## src/tvj_pkg.sv

```systemverilog
`timescale 1ns / 1ps
// ----------------------------------------------------------------------------
// Touch virtual joystick package
// Shared widths, event codes and the command and status bundles that join
// the controller and the datapath.
// ----------------------------------------------------------------------------
package tvj_pkg;

  localparam int KindW = 2;
  localparam int PosW  = 16;
  localparam int IdW   = 8;
  localparam int RadW  = 15;
  localparam int NormW = 16;

  // Magnitude of a coordinate difference and the multiplier product.
  localparam int MagW  = 16;
  localparam int ProdW = 2 * MagW;

  // Sum of squares, padded to an even width for the two-bit root steps.
  localparam int SumW      = 34;
  localparam int RootW     = SumW / 2;
  localparam int SqrtRemW  = RootW + 1;
  localparam int SqrtIters = RootW;

  // Restoring divider: 31-bit dividend, 17-bit divisor, 15 quotient bits.
  localparam int DvdW     = 31;
  localparam int DivisorW = 17;
  localparam int QuotW    = 15;
  localparam int DivIters = QuotW;

  localparam int CntW = $clog2(SqrtIters);

  localparam int NormShift = 14;
  localparam logic [NormW-1:0] NormOne = NormW'(1 << NormShift);

  localparam logic [RadW-1:0] RadiusReset = RadW'(880);

  localparam logic [KindW-1:0] KindPress   = 2'd0;
  localparam logic [KindW-1:0] KindMove    = 2'd1;
  localparam logic [KindW-1:0] KindRelease = 2'd2;
  localparam logic [KindW-1:0] KindForce   = 2'd3;

  typedef enum logic [2:0] {
    MulSqX,
    MulSqY,
    MulSqR,
    MulScX,
    MulScY
  } tvj_mul_sel_e;

  typedef struct packed {
    logic         accept;
    logic         mul_en;
    tvj_mul_sel_e mul_sel;
    logic         sum_first;
    logic         sum_add;
    logic         sqrt_init;
    logic         sqrt_step;
    logic         load_clamp_x;
    logic         load_clamp_y;
    logic         load_norm;
    logic         div_step;
    logic         off_delta;
    logic         off_div;
    logic         out_load;
  } tvj_cmd_t;

  typedef struct packed {
    logic move_hit;
    logic clamp;
    logic out_busy;
  } tvj_status_t;

endpackage

```

## src/touch_virtual_joystick_top.sv

```systemverilog
`timescale 1ns / 1ps
// ----------------------------------------------------------------------------
// Touch virtual joystick
// On-screen joystick driven by touch events, with radial clamping of the
// thumb offset and a normalized Q1.14 output vector.
// ----------------------------------------------------------------------------
// Usage: touch events enter on the input channel (in_valid_i, in_stall_o)
// and one result per event leaves on the output channel (out_valid_o,
// out_stall_i); a transfer takes place at a clock edge with valid high and
// stall low. A press, a release and a move from a non-owner go straight to
// the normalizing divide. A move from the owner first compares its offset
// with the circle, and one that must be clamped onto the circle also takes
// the square root and a clamping divide. The next event can transfer in the
// cycle after the result is loaded. The processing time is set by the
// 17-step square root unit and the two 15-step divider passes, all driven
// by one controller that works on one event at a time. The output register
// frees the block to take the next event while a result still waits, so a
// stalled receiver only holds the block once a second result is ready. The
// clamp radius is written through cfg_we_i and cfg_data_i; the user must do
// so only while no event is in flight, as the block does not enforce it. A
// value of zero acts as one. Reset idles the joystick, clears its origin,
// offset and owner, sets the radius to 880 and empties the output register.
// ----------------------------------------------------------------------------
module touch_virtual_joystick_top (
  input  logic                              clk_i,
  input  logic                              rst_ni,
  input  logic                              cfg_we_i,
  input  logic [tvj_pkg::RadW-1:0]          cfg_data_i,
  input  logic                              in_valid_i,
  output logic                              in_stall_o,
  input  logic [tvj_pkg::KindW-1:0]         kind_i,
  input  logic signed [tvj_pkg::PosW-1:0]   pos_x_i,
  input  logic signed [tvj_pkg::PosW-1:0]   pos_y_i,
  input  logic [tvj_pkg::IdW-1:0]           touch_id_i,
  output logic                              out_valid_o,
  input  logic                              out_stall_i,
  output logic                              is_active_o,
  output logic signed [tvj_pkg::NormW-1:0]  norm_x_o,
  output logic signed [tvj_pkg::NormW-1:0]  norm_y_o
);

  tvj_pkg::tvj_cmd_t    cmd;
  tvj_pkg::tvj_status_t status;

  // The controller owns the input handshake and the sequencing.
  tvj_ctrl u_ctrl (
    .clk_i      (clk_i),
    .rst_ni     (rst_ni),
    .in_valid_i (in_valid_i),
    .in_stall_o (in_stall_o),
    .status_i   (status),
    .cmd_o      (cmd)
  );

  // The datapath holds the joystick state, the arithmetic units and the
  // output register, and drives the output handshake.
  tvj_datapath u_datapath (
    .clk_i       (clk_i),
    .rst_ni      (rst_ni),
    .cfg_we_i    (cfg_we_i),
    .cfg_data_i  (cfg_data_i),
    .kind_i      (kind_i),
    .pos_x_i     (pos_x_i),
    .pos_y_i     (pos_y_i),
    .touch_id_i  (touch_id_i),
    .cmd_i       (cmd),
    .status_o    (status),
    .out_valid_o (out_valid_o),
    .out_stall_i (out_stall_i),
    .is_active_o (is_active_o),
    .norm_x_o    (norm_x_o),
    .norm_y_o    (norm_y_o)
  );

endmodule

```

## src/tvj_div_lane.sv

```systemverilog
`timescale 1ns / 1ps
// ----------------------------------------------------------------------------
// Touch virtual joystick divider lane
// Restoring divider that retires one quotient bit per step. The upper part
// of the dividend must be below the divisor, so the quotient fits in QuotW.
// ----------------------------------------------------------------------------
module tvj_div_lane (
  input  logic                              clk_i,
  input  logic                              load_i,
  input  logic                              step_i,
  input  logic [tvj_pkg::DvdW-1:0]          dividend_i,
  input  logic [tvj_pkg::DivisorW-1:0]      divisor_i,
  output logic [tvj_pkg::QuotW-1:0]         quot_o
);

  logic [tvj_pkg::DivisorW-1:0] rem_q, rem_d;
  logic [tvj_pkg::DivisorW-1:0] div_q;
  logic [tvj_pkg::QuotW-1:0]    bits_q, bits_d;
  logic [tvj_pkg::DivisorW:0]   trial;
  logic [tvj_pkg::DivisorW:0]   diff;
  logic                         ge;

  // The low register shifts dividend bits out at the top and quotient bits
  // in at the bottom, so it holds the quotient after the last step.
  always_comb begin
    trial  = {rem_q, bits_q[tvj_pkg::QuotW-1]};
    diff   = trial - {1'b0, div_q};
    ge     = (trial >= {1'b0, div_q});
    rem_d  = ge ? diff[tvj_pkg::DivisorW-1:0] : trial[tvj_pkg::DivisorW-1:0];
    bits_d = {bits_q[tvj_pkg::QuotW-2:0], ge};
  end

  always_ff @(posedge clk_i) begin
    if (load_i) begin
      rem_q  <= {1'b0, dividend_i[tvj_pkg::DvdW-1:tvj_pkg::QuotW]};
      bits_q <= dividend_i[tvj_pkg::QuotW-1:0];
      div_q  <= divisor_i;
    end else if (step_i) begin
      rem_q  <= rem_d;
      bits_q <= bits_d;
    end
  end

  assign quot_o = bits_q;

endmodule

```

## src/tvj_ctrl.sv

```systemverilog
`timescale 1ns / 1ps
// ----------------------------------------------------------------------------
// Touch virtual joystick controller
// Sequences one event through the shared multiplier, the root unit and the
// divider lanes, and hands the result to the output register.
// ----------------------------------------------------------------------------
module tvj_ctrl (
  input  logic                 clk_i,
  input  logic                 rst_ni,
  input  logic                 in_valid_i,
  output logic                 in_stall_o,
  input  tvj_pkg::tvj_status_t status_i,
  output tvj_pkg::tvj_cmd_t    cmd_o
);

  localparam int StW = 4;
  localparam logic [StW-1:0] StIdle   = 4'd0;
  localparam logic [StW-1:0] StDecide = 4'd1;
  localparam logic [StW-1:0] StSqX    = 4'd2;
  localparam logic [StW-1:0] StSqY    = 4'd3;
  localparam logic [StW-1:0] StSqR    = 4'd4;
  localparam logic [StW-1:0] StCmp    = 4'd5;
  localparam logic [StW-1:0] StSqrt   = 4'd6;
  localparam logic [StW-1:0] StMulX   = 4'd7;
  localparam logic [StW-1:0] StMulY   = 4'd8;
  localparam logic [StW-1:0] StLoadY  = 4'd9;
  localparam logic [StW-1:0] StDivC   = 4'd10;
  localparam logic [StW-1:0] StOffset = 4'd11;
  localparam logic [StW-1:0] StNLoad  = 4'd12;
  localparam logic [StW-1:0] StNDiv   = 4'd13;
  localparam logic [StW-1:0] StFin    = 4'd14;

  logic [StW-1:0]           state_q, state_d;
  logic [tvj_pkg::CntW-1:0] cnt_q, cnt_d;

  always_comb begin
    state_d = state_q;
    cnt_d   = cnt_q;
    cmd_o   = '0;
    unique case (state_q)
      StIdle: begin
        if (in_valid_i) begin
          cmd_o.accept = 1'b1;
          state_d      = StDecide;
        end
      end
      StDecide: begin
        state_d = status_i.move_hit ? StSqX : StNLoad;
      end
      StSqX: begin
        cmd_o.mul_en  = 1'b1;
        cmd_o.mul_sel = tvj_pkg::MulSqX;
        state_d       = StSqY;
      end
      StSqY: begin
        cmd_o.mul_en    = 1'b1;
        cmd_o.mul_sel   = tvj_pkg::MulSqY;
        cmd_o.sum_first = 1'b1;
        state_d         = StSqR;
      end
      StSqR: begin
        cmd_o.mul_en  = 1'b1;
        cmd_o.mul_sel = tvj_pkg::MulSqR;
        cmd_o.sum_add = 1'b1;
        state_d       = StCmp;
      end
      StCmp: begin
        if (status_i.clamp) begin
          cmd_o.sqrt_init = 1'b1;
          cnt_d           = tvj_pkg::CntW'(tvj_pkg::SqrtIters - 1);
          state_d         = StSqrt;
        end else begin
          cmd_o.off_delta = 1'b1;
          state_d         = StNLoad;
        end
      end
      StSqrt: begin
        cmd_o.sqrt_step = 1'b1;
        if (cnt_q == '0) begin
          state_d = StMulX;
        end else begin
          cnt_d = cnt_q - 1'b1;
        end
      end
      StMulX: begin
        cmd_o.mul_en  = 1'b1;
        cmd_o.mul_sel = tvj_pkg::MulScX;
        state_d       = StMulY;
      end
      StMulY: begin
        cmd_o.mul_en       = 1'b1;
        cmd_o.mul_sel      = tvj_pkg::MulScY;
        cmd_o.load_clamp_x = 1'b1;
        state_d            = StLoadY;
      end
      StLoadY: begin
        cmd_o.load_clamp_y = 1'b1;
        cnt_d              = tvj_pkg::CntW'(tvj_pkg::DivIters - 1);
        state_d            = StDivC;
      end
      StDivC: begin
        cmd_o.div_step = 1'b1;
        if (cnt_q == '0) begin
          state_d = StOffset;
        end else begin
          cnt_d = cnt_q - 1'b1;
        end
      end
      StOffset: begin
        cmd_o.off_div = 1'b1;
        state_d       = StNLoad;
      end
      StNLoad: begin
        cmd_o.load_norm = 1'b1;
        cnt_d           = tvj_pkg::CntW'(tvj_pkg::DivIters - 1);
        state_d         = StNDiv;
      end
      StNDiv: begin
        cmd_o.div_step = 1'b1;
        if (cnt_q == '0) begin
          state_d = StFin;
        end else begin
          cnt_d = cnt_q - 1'b1;
        end
      end
      StFin: begin
        if (!status_i.out_busy) begin
          cmd_o.out_load = 1'b1;
          state_d        = StIdle;
        end
      end
      default: begin
        state_d = StIdle;
      end
    endcase
  end

  always_ff @(posedge clk_i or negedge rst_ni) begin
    if (!rst_ni) begin
      state_q <= StIdle;
      cnt_q   <= '0;
    end else begin
      state_q <= state_d;
      cnt_q   <= cnt_d;
    end
  end

  assign in_stall_o = (state_q != StIdle);

`ifndef SYNTHESIS
  a_accept_starts: assert property (@(posedge clk_i) disable iff (!rst_ni)
    (in_valid_i && !in_stall_o) |=> (state_q == StDecide))
    else $error("accepted event did not start processing");

  a_single_load: assert property (@(posedge clk_i) disable iff (!rst_ni)
    $onehot0({cmd_o.load_clamp_x, cmd_o.load_clamp_y, cmd_o.load_norm, cmd_o.div_step}))
    else $error("divider lanes loaded and stepped at once");

  a_no_overwrite: assert property (@(posedge clk_i) disable iff (!rst_ni)
    cmd_o.out_load |-> !status_i.out_busy)
    else $error("result loaded over a stalled result");
`endif

endmodule

```

## src/tvj_datapath.sv

```systemverilog
`timescale 1ns / 1ps
// ----------------------------------------------------------------------------
// Touch virtual joystick datapath
// Joystick state, radius register, shared multiplier, square root unit,
// two divider lanes and the output register.
// ----------------------------------------------------------------------------
module tvj_datapath (
  input  logic                              clk_i,
  input  logic                              rst_ni,
  input  logic                              cfg_we_i,
  input  logic [tvj_pkg::RadW-1:0]          cfg_data_i,
  input  logic [tvj_pkg::KindW-1:0]         kind_i,
  input  logic signed [tvj_pkg::PosW-1:0]   pos_x_i,
  input  logic signed [tvj_pkg::PosW-1:0]   pos_y_i,
  input  logic [tvj_pkg::IdW-1:0]           touch_id_i,
  input  tvj_pkg::tvj_cmd_t                 cmd_i,
  output tvj_pkg::tvj_status_t              status_o,
  output logic                              out_valid_o,
  input  logic                              out_stall_i,
  output logic                              is_active_o,
  output logic signed [tvj_pkg::NormW-1:0]  norm_x_o,
  output logic signed [tvj_pkg::NormW-1:0]  norm_y_o
);

  localparam int PosW  = tvj_pkg::PosW;
  localparam int MagW  = tvj_pkg::MagW;
  localparam int RadW  = tvj_pkg::RadW;
  localparam int NormW = tvj_pkg::NormW;
  localparam int QuotW = tvj_pkg::QuotW;
  localparam int SumW  = tvj_pkg::SumW;
  localparam int RootW = tvj_pkg::RootW;
  localparam int SRemW = tvj_pkg::SqrtRemW;

  // Architectural state.
  logic [RadW-1:0]             radius_q;
  logic                        engaged_q;
  logic [tvj_pkg::IdW-1:0]     owner_q;
  logic signed [PosW-1:0]      origin_x_q, origin_y_q;
  logic signed [PosW-1:0]      off_x_q, off_y_q;
  logic                        move_hit_q;

  // Working registers.
  logic [MagW-1:0]             mag_x_q, mag_y_q;
  logic                        neg_x_q, neg_y_q;
  logic [tvj_pkg::ProdW-1:0]   prod_q;
  logic [SumW-1:0]             sum_q;
  logic [SRemW-1:0]            srem_q;
  logic [RootW-1:0]            root_q;

  // Output register.
  logic                        out_valid_q;
  logic                        is_active_q;
  logic signed [NormW-1:0]     norm_x_q, norm_y_q;

  logic [RadW-1:0]             r_eff;
  logic                        owner_hit;
  logic [PosW:0]               dx, dy, dx_neg, dy_neg;
  logic [MagW-1:0]             mag_x_d, mag_y_d;
  logic [MagW-1:0]             mul_a, mul_b;
  logic [tvj_pkg::ProdW-1:0]   prod_d;
  logic [SRemW+1:0]            sq_bring, sq_trial, sq_diff;
  logic                        sq_ge;
  logic [QuotW-1:0]            quot_x, quot_y;
  logic [QuotW-1:0]            omag_x, omag_y;
  logic [PosW-1:0]             off_x_neg, off_y_neg;
  logic                        sat_x, sat_y;
  logic [NormW-1:0]            nmag_x, nmag_y;
  logic [tvj_pkg::DvdW-1:0]    dvd_x, dvd_y, ndvd_x, ndvd_y;
  logic [tvj_pkg::DivisorW-1:0] divisor;

  // A radius of zero acts as one.
  assign r_eff     = (radius_q == '0) ? RadW'(1) : radius_q;
  assign owner_hit = engaged_q && (touch_id_i == owner_q);

  // Offset from the origin; its magnitude always fits in MagW bits.
  always_comb begin
    dx      = {pos_x_i[PosW-1], pos_x_i} - {origin_x_q[PosW-1], origin_x_q};
    dy      = {pos_y_i[PosW-1], pos_y_i} - {origin_y_q[PosW-1], origin_y_q};
    dx_neg  = '0 - dx;
    dy_neg  = '0 - dy;
    mag_x_d = dx[PosW] ? dx_neg[MagW-1:0] : dx[MagW-1:0];
    mag_y_d = dy[PosW] ? dy_neg[MagW-1:0] : dy[MagW-1:0];
  end

  always_ff @(posedge clk_i or negedge rst_ni) begin
    if (!rst_ni) begin
      radius_q <= tvj_pkg::RadiusReset;
    end else if (cfg_we_i) begin
      radius_q <= cfg_data_i;
    end
  end

  always_ff @(posedge clk_i or negedge rst_ni) begin
    if (!rst_ni) begin
      engaged_q  <= 1'b0;
      owner_q    <= '0;
      origin_x_q <= '0;
      origin_y_q <= '0;
      off_x_q    <= '0;
      off_y_q    <= '0;
      move_hit_q <= 1'b0;
    end else if (cmd_i.accept) begin
      move_hit_q <= (kind_i == tvj_pkg::KindMove) && owner_hit;
      unique case (kind_i)
        tvj_pkg::KindPress: begin
          if (!engaged_q) begin
            origin_x_q <= pos_x_i;
            origin_y_q <= pos_y_i;
            off_x_q    <= '0;
            off_y_q    <= '0;
            owner_q    <= touch_id_i;
            engaged_q  <= 1'b1;
          end
        end
        tvj_pkg::KindMove: begin
        end
        tvj_pkg::KindRelease: begin
          if (owner_hit) begin
            engaged_q <= 1'b0;
            owner_q   <= '0;
          end
        end
        tvj_pkg::KindForce: begin
          engaged_q <= 1'b0;
          owner_q   <= '0;
        end
        default: begin
        end
      endcase
    end else if (cmd_i.off_delta) begin
      // Inside the circle the offset is at most the radius.
      off_x_q <= neg_x_q ? PosW'('0 - mag_x_q) : mag_x_q;
      off_y_q <= neg_y_q ? PosW'('0 - mag_y_q) : mag_y_q;
    end else if (cmd_i.off_div) begin
      off_x_q <= neg_x_q ? PosW'('0 - {1'b0, quot_x}) : {1'b0, quot_x};
      off_y_q <= neg_y_q ? PosW'('0 - {1'b0, quot_y}) : {1'b0, quot_y};
    end
  end

  always_ff @(posedge clk_i) begin
    if (cmd_i.accept) begin
      mag_x_q <= mag_x_d;
      mag_y_q <= mag_y_d;
      neg_x_q <= dx[PosW];
      neg_y_q <= dy[PosW];
    end
  end

  // Shared multiplier.
  always_comb begin
    case (cmd_i.mul_sel)
      tvj_pkg::MulSqX: begin
        mul_a = mag_x_q;
        mul_b = mag_x_q;
      end
      tvj_pkg::MulSqY: begin
        mul_a = mag_y_q;
        mul_b = mag_y_q;
      end
      tvj_pkg::MulSqR: begin
        mul_a = {1'b0, r_eff};
        mul_b = {1'b0, r_eff};
      end
      tvj_pkg::MulScX: begin
        mul_a = mag_x_q;
        mul_b = {1'b0, r_eff};
      end
      tvj_pkg::MulScY: begin
        mul_a = mag_y_q;
        mul_b = {1'b0, r_eff};
      end
      default: begin
        mul_a = '0;
        mul_b = '0;
      end
    endcase
    prod_d = {{MagW{1'b0}}, mul_a} * {{MagW{1'b0}}, mul_b};
  end

  always_ff @(posedge clk_i) begin
    if (cmd_i.mul_en) begin
      prod_q <= prod_d;
    end
  end

  // Digit-by-digit square root, two radicand bits per step.
  always_comb begin
    sq_bring = {srem_q, sum_q[SumW-1:SumW-2]};
    sq_trial = {1'b0, root_q, 2'b01};
    sq_diff  = sq_bring - sq_trial;
    sq_ge    = (sq_bring >= sq_trial);
  end

  always_ff @(posedge clk_i) begin
    if (cmd_i.sum_first) begin
      sum_q <= {{(SumW - tvj_pkg::ProdW){1'b0}}, prod_q};
    end else if (cmd_i.sum_add) begin
      sum_q <= sum_q + {{(SumW - tvj_pkg::ProdW){1'b0}}, prod_q};
    end else if (cmd_i.sqrt_step) begin
      sum_q <= {sum_q[SumW-3:0], 2'b00};
    end
    if (cmd_i.sqrt_init) begin
      srem_q <= '0;
      root_q <= '0;
    end else if (cmd_i.sqrt_step) begin
      srem_q <= sq_ge ? sq_diff[SRemW-1:0] : sq_bring[SRemW-1:0];
      root_q <= {root_q[RootW-2:0], sq_ge};
    end
  end

  // Normalization: |offset| * 2^14 / r, saturating once |offset| reaches r.
  always_comb begin
    off_x_neg = '0 - off_x_q;
    off_y_neg = '0 - off_y_q;
    omag_x    = off_x_q[PosW-1] ? off_x_neg[QuotW-1:0] : off_x_q[QuotW-1:0];
    omag_y    = off_y_q[PosW-1] ? off_y_neg[QuotW-1:0] : off_y_q[QuotW-1:0];
    sat_x     = (omag_x >= r_eff);
    sat_y     = (omag_y >= r_eff);
    ndvd_x    = {2'b00, omag_x, {tvj_pkg::NormShift{1'b0}}};
    ndvd_y    = {2'b00, omag_y, {tvj_pkg::NormShift{1'b0}}};
    dvd_x     = cmd_i.load_norm ? ndvd_x : prod_q[tvj_pkg::DvdW-1:0];
    dvd_y     = cmd_i.load_norm ? ndvd_y : prod_q[tvj_pkg::DvdW-1:0];
    divisor   = cmd_i.load_norm ? {2'b00, r_eff} : root_q;
    nmag_x    = sat_x ? tvj_pkg::NormOne : {1'b0, quot_x};
    nmag_y    = sat_y ? tvj_pkg::NormOne : {1'b0, quot_y};
  end

  tvj_div_lane u_div_x (
    .clk_i      (clk_i),
    .load_i     (cmd_i.load_clamp_x | cmd_i.load_norm),
    .step_i     (cmd_i.div_step),
    .dividend_i (dvd_x),
    .divisor_i  (divisor),
    .quot_o     (quot_x)
  );

  tvj_div_lane u_div_y (
    .clk_i      (clk_i),
    .load_i     (cmd_i.load_clamp_y | cmd_i.load_norm),
    .step_i     (cmd_i.div_step),
    .dividend_i (dvd_y),
    .divisor_i  (divisor),
    .quot_o     (quot_y)
  );

  // Output register.
  always_ff @(posedge clk_i or negedge rst_ni) begin
    if (!rst_ni) begin
      out_valid_q <= 1'b0;
    end else if (cmd_i.out_load) begin
      out_valid_q <= 1'b1;
    end else if (!out_stall_i) begin
      out_valid_q <= 1'b0;
    end
  end

  always_ff @(posedge clk_i) begin
    if (cmd_i.out_load) begin
      is_active_q <= engaged_q;
      if (engaged_q) begin
        norm_x_q <= off_x_q[PosW-1] ? NormW'('0 - nmag_x) : nmag_x;
        norm_y_q <= off_y_q[PosW-1] ? NormW'('0 - nmag_y) : nmag_y;
      end else begin
        norm_x_q <= '0;
        norm_y_q <= '0;
      end
    end
  end

  assign status_o.move_hit = move_hit_q;
  assign status_o.clamp    = (sum_q > {{(SumW - tvj_pkg::ProdW){1'b0}}, prod_q});
  assign status_o.out_busy = out_valid_q && out_stall_i;

  assign out_valid_o = out_valid_q;
  assign is_active_o = is_active_q;
  assign norm_x_o    = norm_x_q;
  assign norm_y_o    = norm_y_q;

`ifndef SYNTHESIS
  a_norm_range: assert property (@(posedge clk_i) disable iff (!rst_ni)
    out_valid_q |-> (norm_x_q <= $signed(tvj_pkg::NormOne))
                 && (norm_x_q >= -$signed(tvj_pkg::NormOne))
                 && (norm_y_q <= $signed(tvj_pkg::NormOne))
                 && (norm_y_q >= -$signed(tvj_pkg::NormOne)))
    else $error("normalized thumb vector out of range");

  a_idle_zero: assert property (@(posedge clk_i) disable iff (!rst_ni)
    (out_valid_q && !is_active_q) |-> (norm_x_q == '0) && (norm_y_q == '0))
    else $error("idle result carries a nonzero vector");

  a_out_hold: assert property (@(posedge clk_i) disable iff (!rst_ni)
    (out_valid_q && out_stall_i) |=> out_valid_q && $stable(is_active_q)
                                  && $stable(norm_x_q) && $stable(norm_y_q))
    else $error("stalled result changed before its transfer");
`endif

endmodule

```

## config.mk

```make
export PLATFORM = sky130hd
export DESIGN_NAME = touch_virtual_joystick_top
export DESIGN_NICKNAME = d
export VERILOG_FILES = /design/src/tvj_pkg.sv /design/src/touch_virtual_joystick_top.sv /design/src/tvj_div_lane.sv /design/src/tvj_ctrl.sv /design/src/tvj_datapath.sv
export SDC_FILE = /design/constraint.sdc
export NUM_CORES = 2
export LEC_CHECK = 0
export ABC_AREA = 1
export BUFFER_PORTS_ARGS = -buffer_cell sky130_fd_sc_hd__buf_2
export CAP_MARGIN = 20
export CORE_ASPECT_RATIO = 0.7
export CORE_MARGIN = 4
export CORE_UTILIZATION = 50
export DETAILED_ROUTE_END_ITERATION = 12
export GPL_TIMING_DRIVEN = 1
export PLACE_DENSITY = 0.65
export REMOVE_ABC_BUFFERS = 1
export SKIP_LAST_GASP = 1
export SLEW_MARGIN = 25
export SYNTH_ARGS = -nofsm -noshare
export SYNTH_HDL_FRONTEND = slang
export SYNTH_SLANG_ARGS = --single-unit
```

## constraint.sdc

```tcl
create_clock -name clk_i -period 6.57 [get_ports clk_i]
set_input_delay 0.3285 -clock clk_i [delete_from_list [all_inputs] [get_ports clk_i]]
set_output_delay 0.3285 -clock clk_i [all_outputs]
set_load 0.05 [all_outputs]
```

Word-level counts from Yosys, hierarchy flattened
Cells that the tools add are included.

Add/sub/neg operators: 17. Multiply operators: 1. Magnitude comparators: 6. Eq/ne operators: 34. Mux-type cells: 75. Bitwise gates (word level): 3. Reductions and logical operators: 28.

Operators by type and width (number): two-way mux 16 bit (20); two-way mux 15 bit (9); case mux 16 bit (3 select lines) (2); subtractor 1 x 16 -> 16 bit (first input constant) (6); two-way mux 34 bit (2); two-way mux 31 bit (2); case mux 4 bit (15 select lines) (1); two-way mux 17 bit (3); greater-or-equal comparator 18 x 17 -> 1 bit (2); adder 34 x 32 -> 34 bit (1); > comparator 34 x 32 -> 1 bit (1); subtractor 16 x 16 -> 17 bit (2); subtractor 17 bit (2); multiplier 16 x 16 -> 32 bit (1); two-way mux 32 bit (1); subtractor 1 x 15 -> 16 bit (first input constant) (2); greater-or-equal comparator 15 bit (2); subtractor 1 x 15 -> 15 bit (first input constant) (2); equality test 4 bit (second input constant) (7); two-way mux 4 bit (7); case mux 8 bit (3 select lines) (1); greater-or-equal comparator 20 x 19 -> 1 bit (1); case mux 4 bit (5 select lines) (1); two-way mux 1 bit (19); other kinds (34) (67).

Register bits after elaboration: 365. Input bits: 62. Output and inout port bits: 35.

Longest topological paths before layout
Depth after elaboration: 6. Depth in mapped cells: 36. Mapped depth without buffers: 35.

Hierarchy
A second synthesis with hierarchy kept.

Cells, all modules: 5214. Area total of the unflattened synthesis: 37494.7 um^2.

Modules (own cells, without submodules): tvj_datapath (instances 1, cells each 4222, area each 29738.5 um^2, sequential area each 6932.9 um^2); tvj_div_lane (instances 2, cells each 432, area each 3479.6 um^2, sequential area each 1461.4 um^2); tvj_ctrl (instances 1, cells each 128, area each 797.0 um^2, sequential area each 225.2 um^2).

Worst setup path before layout
Ideal clock, no wire load.

Kind: register to register. Start point: register u_ctrl.state_q[3]. End point: register u_datapath.prod_q[25] (netlist bit) (data pin). Library setup time: 0.259 ns. Arrival: 6.157 ns. Slack: 0.153 ns. Stages on the path, launching flop included: 28. Path buffers: 2. Cell sequence: dfrtp_1 nor2_2 inv_2 nor2_8 inv_2 nand2_4 nand2_4 inv_4 buf_12 o21ai_4 buf_6 nand2_1 inv_1 fa_1 fa_1 fa_1 fa_1 fa_1 inv_1 fa_1 inv_1 ha_1 nand2_1 nor4_1 nand4_1 nand3_1 a21oi_1 xnor2_1.

Longest elaborated chain between the ends: 6. Elaborated cells on any way between the ends: 17. Classes of those cells: 1 x mul; 9 x eq/ne; 3 x mux; 4 x reduce/logical.

Ends and longest elaborated chain: from (decl) (line tvj_ctrl.sv:33) `logic [StW-1:0] state_q, state_d;`; from (signal assigned) (line tvj_ctrl.sv:140) `state_q <= StIdle;`; from (signal assigned) (line tvj_ctrl.sv:143) `state_q <= state_d;`; equality test 4 bit (tied with other cells) (line tvj_ctrl.sv:40) `unique case (state_q)`; case mux 4 bit (5 select lines) (*) (line tvj_ctrl.sv:40); equality test 3 x 2 -> 1 bit (tied with other cells) (line tvj_datapath.sv:151) `case (cmd_i.mul_sel)`; OR reduction 3 bit (no line) / OR reduction 2 bit (equally long branches); case mux 16 bit (3 select lines) (line tvj_datapath.sv:151); multiplier 16 x 16 -> 32 bit (*) (line tvj_datapath.sv:177) `prod_d = {{MagW{1'b0}}, mul_a} * {{MagW{1'b0}}, mul_b};`; net u_datapath.prod_d (one bit) (line tvj_datapath.sv:60) `logic [tvj_pkg::ProdW-1:0] prod_d;`; to (signal assigned) (line tvj_datapath.sv:182) `prod_q <= prod_d;`; to (decl) (line tvj_datapath.sv:45) `logic [tvj_pkg::ProdW-1:0] prod_q;`.

Mark *: on every way through the listed nets, which the timed path passes. The rest lies on a longest branch. A chain may end at the register's enable or synchronous reset.

Worst setup path after layout
Start point: register u_ctrl.state_q[2]. End point: register u_datapath.prod_q[25] (netlist bit) (data pin).

The elaborated chain is that of the path after synthesis.

==> run summary <==
CTS built an H-tree with a depth of 2. The critical path is of the reg -> reg type. The fraction of synthesis flops using an asynchronous set or reset pin came out at 0.271.

Leaving out fill and tap cells, the most frequent cells in the layout are 1292 x nand2_1, 912 x inv_1, 377 x nor2_1. The fraction of the mapped netlist area in simple logic gates is 0.242, and the routed length per placed instance is 19.6 µm. The tools report the type of origin of the critical path as a flip-flop.

After the flow finishes, the layout carries non-filler instances totaling 6316. Setup repair after global routing could not meet its margin everywhere. The run finished with clean final reports. Setup violations remaining at the end of the flow were counted as 0.

The first global-routing pass estimated 191 mm of wire. The height of the die is 235 µm. The logs give 0.273 for the register area share after synthesis and 0 for the synthesis warning total. The initial standard-cell utilization of the core was 0.510. The final weighted congestion of routability-driven global placement was 1.01; the delay of the slowest cell on the worst path was 0.59 ns.

After detailed routing, the number of vias per cell comes to 5.45. The logs give 3773 for the iteration-0 DRC count of the detailed router and 0 for the final hold violation count. Ratio of final minimum period to clock period: 1.00. The HPWL after detailed placement is 99.1 mm. Counting instances, the worst hold path has a depth of 3.

Leaving out fill and tap cells, the most frequent cell in the layout is nand2_1. Clock-pin slew was measured on the worst setup and hold paths at 0.06 ns. In the routed design, unresolved DRC markers number 0. During I/O placement, the number of pins put on the boundary was 97.

The floorplan step defined a die boundary enclosing 78200 µm². For the worst-skew pair, the clock arrives at the later sink with an insertion delay of 0.60 ns. The multiplexer share of the synthesized area is 0, and the placeable core region is 72300 µm².

The run gives 32213 as the number of global-route vias before repair. For the number of antenna violations at the first check in global routing, the log shows 2. For the clock sink count, the log shows 365. The final route contains 34438 vias.

The transition time of the tightest slew-check pin is 0.863 ns, and the iteration count of the initial detailed-routing pass is 7. The required time reported for the critical path endpoint is 6.92 ns. In the final layout, flip-flops and latches occupy 10100 µm². The maximum operating frequency is 0.152 GHz, and the overall overflow remaining after global route is 0. Wires add up to 124 mm. The share of cells above drive strength 1 works out to 0.114.

Among all flip-flop cells after synthesis, the most frequent one is edfxtp_1. Yosys mapped a number of flops with a built-in enable equal to 227. The clock period could shrink to 6.57 ns. In this run the remaining antenna-violating nets after routing total 0. The maximum buffer depth of the clock tree is 3. The highest-delay cell along the critical path was fa_2.

After floorplanning, the core was divided into 82 placement rows. Across the run, the number of max-cap violations was 0. The cell that appears most often on the critical path is fa_1.

In the synthesized netlist, the number of instances is 5014. The tools report the global router's overall resource usage as 0.312. The adder and majority gate portion of the synthesized area was 0.208. The logs give 6933 for the filler cell count and 0.585 for the core utilization of the finished layout.

The tools report the final count of pins violating max slew as 0. The depth of the most critical reg-to-reg path is 28, and the maximum clock skew at final layout is 0.0239 ns. The data arrival time at the worst-slack endpoint is 6.92 ns. Buffers placed on the I/O ports in this run total 96. The cell count after placement is 6171. The path class of the tightest hold or removal check is in -> reg.

The compound-gate portion of the synthesized area works out to 0.118. Entering global routing, the biggest net connects 71 pins. In the final timing run, aggregate negative setup slack is 0 ns. The tools report the clock tree root buffer cell as clkbuf_16.

Endpoint class of the critical path: a flip-flop. Counting flops and latches in the post-synthesis netlist gives 365. Counting the buffers created by CTS gives 43. The final layout net count came out at 5872.

TritonCTS built the clock tree. The tools report the cell area after technology mapping as 36900 µm². Yosys mapped the design onto 64 distinct sky130hd cell types. The post-synthesis xor/xnor area fraction is 0.0435.

The post-synthesis to final-layout area growth works out to 14.8%. The combinational family with the most area after synthesis is simple AND/OR/NAND/NOR gates. In this run the horizontal extent of the chip is 333 µm. The run gives 0.423 as the tightest slew margin relative to the limit.

The multi-input combinational cells in the finished layout cover a total of 23200 µm². Of all nets on the critical path, the largest fanout is 10. The average instance in the mapped netlist occupies 7.35 µm².
worst max-delay path: cells and delay by family (launching register included):
family          cells  cell delay (ns)
buf+inv             7             0.66
compound gates      2             0.42
simple gates       11             1.22
xor+xnor            1             0.12
flops               1             0.43
fa+ha+maj           7             3.43
routing by layer:
layer  wire [µm]  up-vias  track usage  part of all wire
li1            -    16635            -                 -
met1       57300    16165        0.472              0.46
met2       49200     1477        0.432              0.40
met3       14500      161       0.0923              0.12
met4        3020        0       0.0739             0.024
met5           0        -       0.0164                 0
sequential cells by signal (all words and copies together), names as in the netlist, 5 cells and up:
| register | cells |
|---|---|
| u_datapath.sum_q | 34 |
| u_datapath.prod_q | 32 |
| u_datapath.srem_q | 18 |
| u_datapath.root_q | 17 |
| u_datapath.u_div_x.div_q | 17 |
| u_datapath.u_div_x.rem_q | 17 |
| u_datapath.u_div_y.div_q | 17 |
| u_datapath.u_div_y.rem_q | 17 |
| u_datapath.mag_x_q | 16 |
| u_datapath.mag_y_q | 16 |
| u_datapath.norm_x_o | 16 |
| u_datapath.norm_y_o | 16 |
| u_datapath.off_x_q | 16 |
| u_datapath.off_y_q | 16 |
| u_datapath.origin_x_q | 16 |
| u_datapath.origin_y_q | 16 |
| u_datapath.radius_q | 15 |
| u_datapath.u_div_x.quot_o | 15 |
| u_datapath.u_div_y.quot_o | 15 |
| u_datapath.owner_q | 8 |
| u_ctrl.cnt_q | 5 |
stage by stage:
stage,setup WS [ns],area [µm²],hold slack [ns]
floorplan,-0.380,36200,0.0329
global placement,-0.185,39700,0.412
detailed placement,-0.222,39700,0.413
CTS,-0.0252,41700,0.00113
global route,-0.227,42300,0.0177
finish,0.000695,42300,0.0124
cells by family (layout without fill, tap and decap cells):
| family | after synthesis | in the layout |
|---|---|---|
| buffers and inverters | 1068 | 1401 |
| adders and majority gates | 494 | 494 |
| xor gates and xnor gates | 183 | 183 |
| DFF | 365 | 365 |
| and+or+nand+nor | 2155 | 2155 |
| other | 0 | 1 |
| AOI/OAI and AO/OA | 749 | 751 |
final timing paths:
kind | start | end | slack (ns)
worst max-delay path | u_ctrl.state_q[2]$_DFFE_PN0P_ | u_datapath.prod_q[25]$_DFFE_PN_ | 0.0007
min in group asynchronous | rst_ni | u_datapath.origin_y_q[10]$_DFFE_PN0P_ | 0.33
worst min register to register | u_datapath.off_x_q[1]$_DFFE_PN0P_ | u_datapath.off_x_q[1]$_DFFE_PN0P_ | 0.49
worst min-delay path | pos_x_i[15] | u_datapath.origin_x_q[15]$_DFFE_PN0P_ | 0.01
max in group asynchronous | rst_ni | u_ctrl.state_q[3]$_DFFE_PN0P_ | 4.93
worst max register to register | u_ctrl.state_q[2]$_DFFE_PN0P_ | u_datapath.prod_q[25]$_DFFE_PN_ | 0.0007
cell usage after synthesis, types with 6 or more instances:
master    count  share of area
nor3_1       56         0.0076
ha_1        295           0.10
xor2_1      141          0.033
fa_1        199           0.11
a22oi_1      31         0.0063
buf_6         6         0.0018
o21ai_1      12         0.0016
o21a_1        7         0.0014
o22ai_1      41         0.0070
or2_2        12         0.0020
nor4_1        7         0.0012
buf_2        45         0.0061
nor2_2        6         0.0010
o31ai_1       7         0.0014
dfrtp_1      94          0.064
nand4_1      62          0.011
buf_4        23         0.0047
o21ai_2      13         0.0031
o21ai_0     282          0.038
o211ai_1     47         0.0096
edfxtp_1    227           0.18
dfxtp_1      39          0.021
nand3b_1     12         0.0024
a21oi_1     240          0.033
nand2_2       7         0.0012
nor2_1      389          0.040
inv_2        17         0.0017
nand3_1     267          0.036
o21bai_1     13         0.0026
nand2_1    1310           0.13
a21boi_0      6         0.0012
a31oi_1      13         0.0022
o21ai_4       9         0.0040
xnor2_1      42          0.010
clkbuf_1     50         0.0051
a21o_1       13         0.0026
inv_1       918          0.093
timing repair:
item	in CTS	in global routing
setup buffers	7	22
endpoints found under the hold margin	77	0
cloned	1	1
hold buffers	35	0
setup endpoints to repair	16	21
pin swaps	14	51
resized for setup	43	110
cell type report:
class	instances	area share
multi-input cells	3583	0.548
well taps	966	0.0285
inverters	938	0.0836
clock buffers	54	0.0273
flip-flops and latches	365	0.238
diodes	1	0.0000591
clock inverters	24	0.00446
repair buffers	385	0.0697
Power is not shown: default switching activity piles up to over one toggle a cycle in this logic, so the estimate is an artifact.
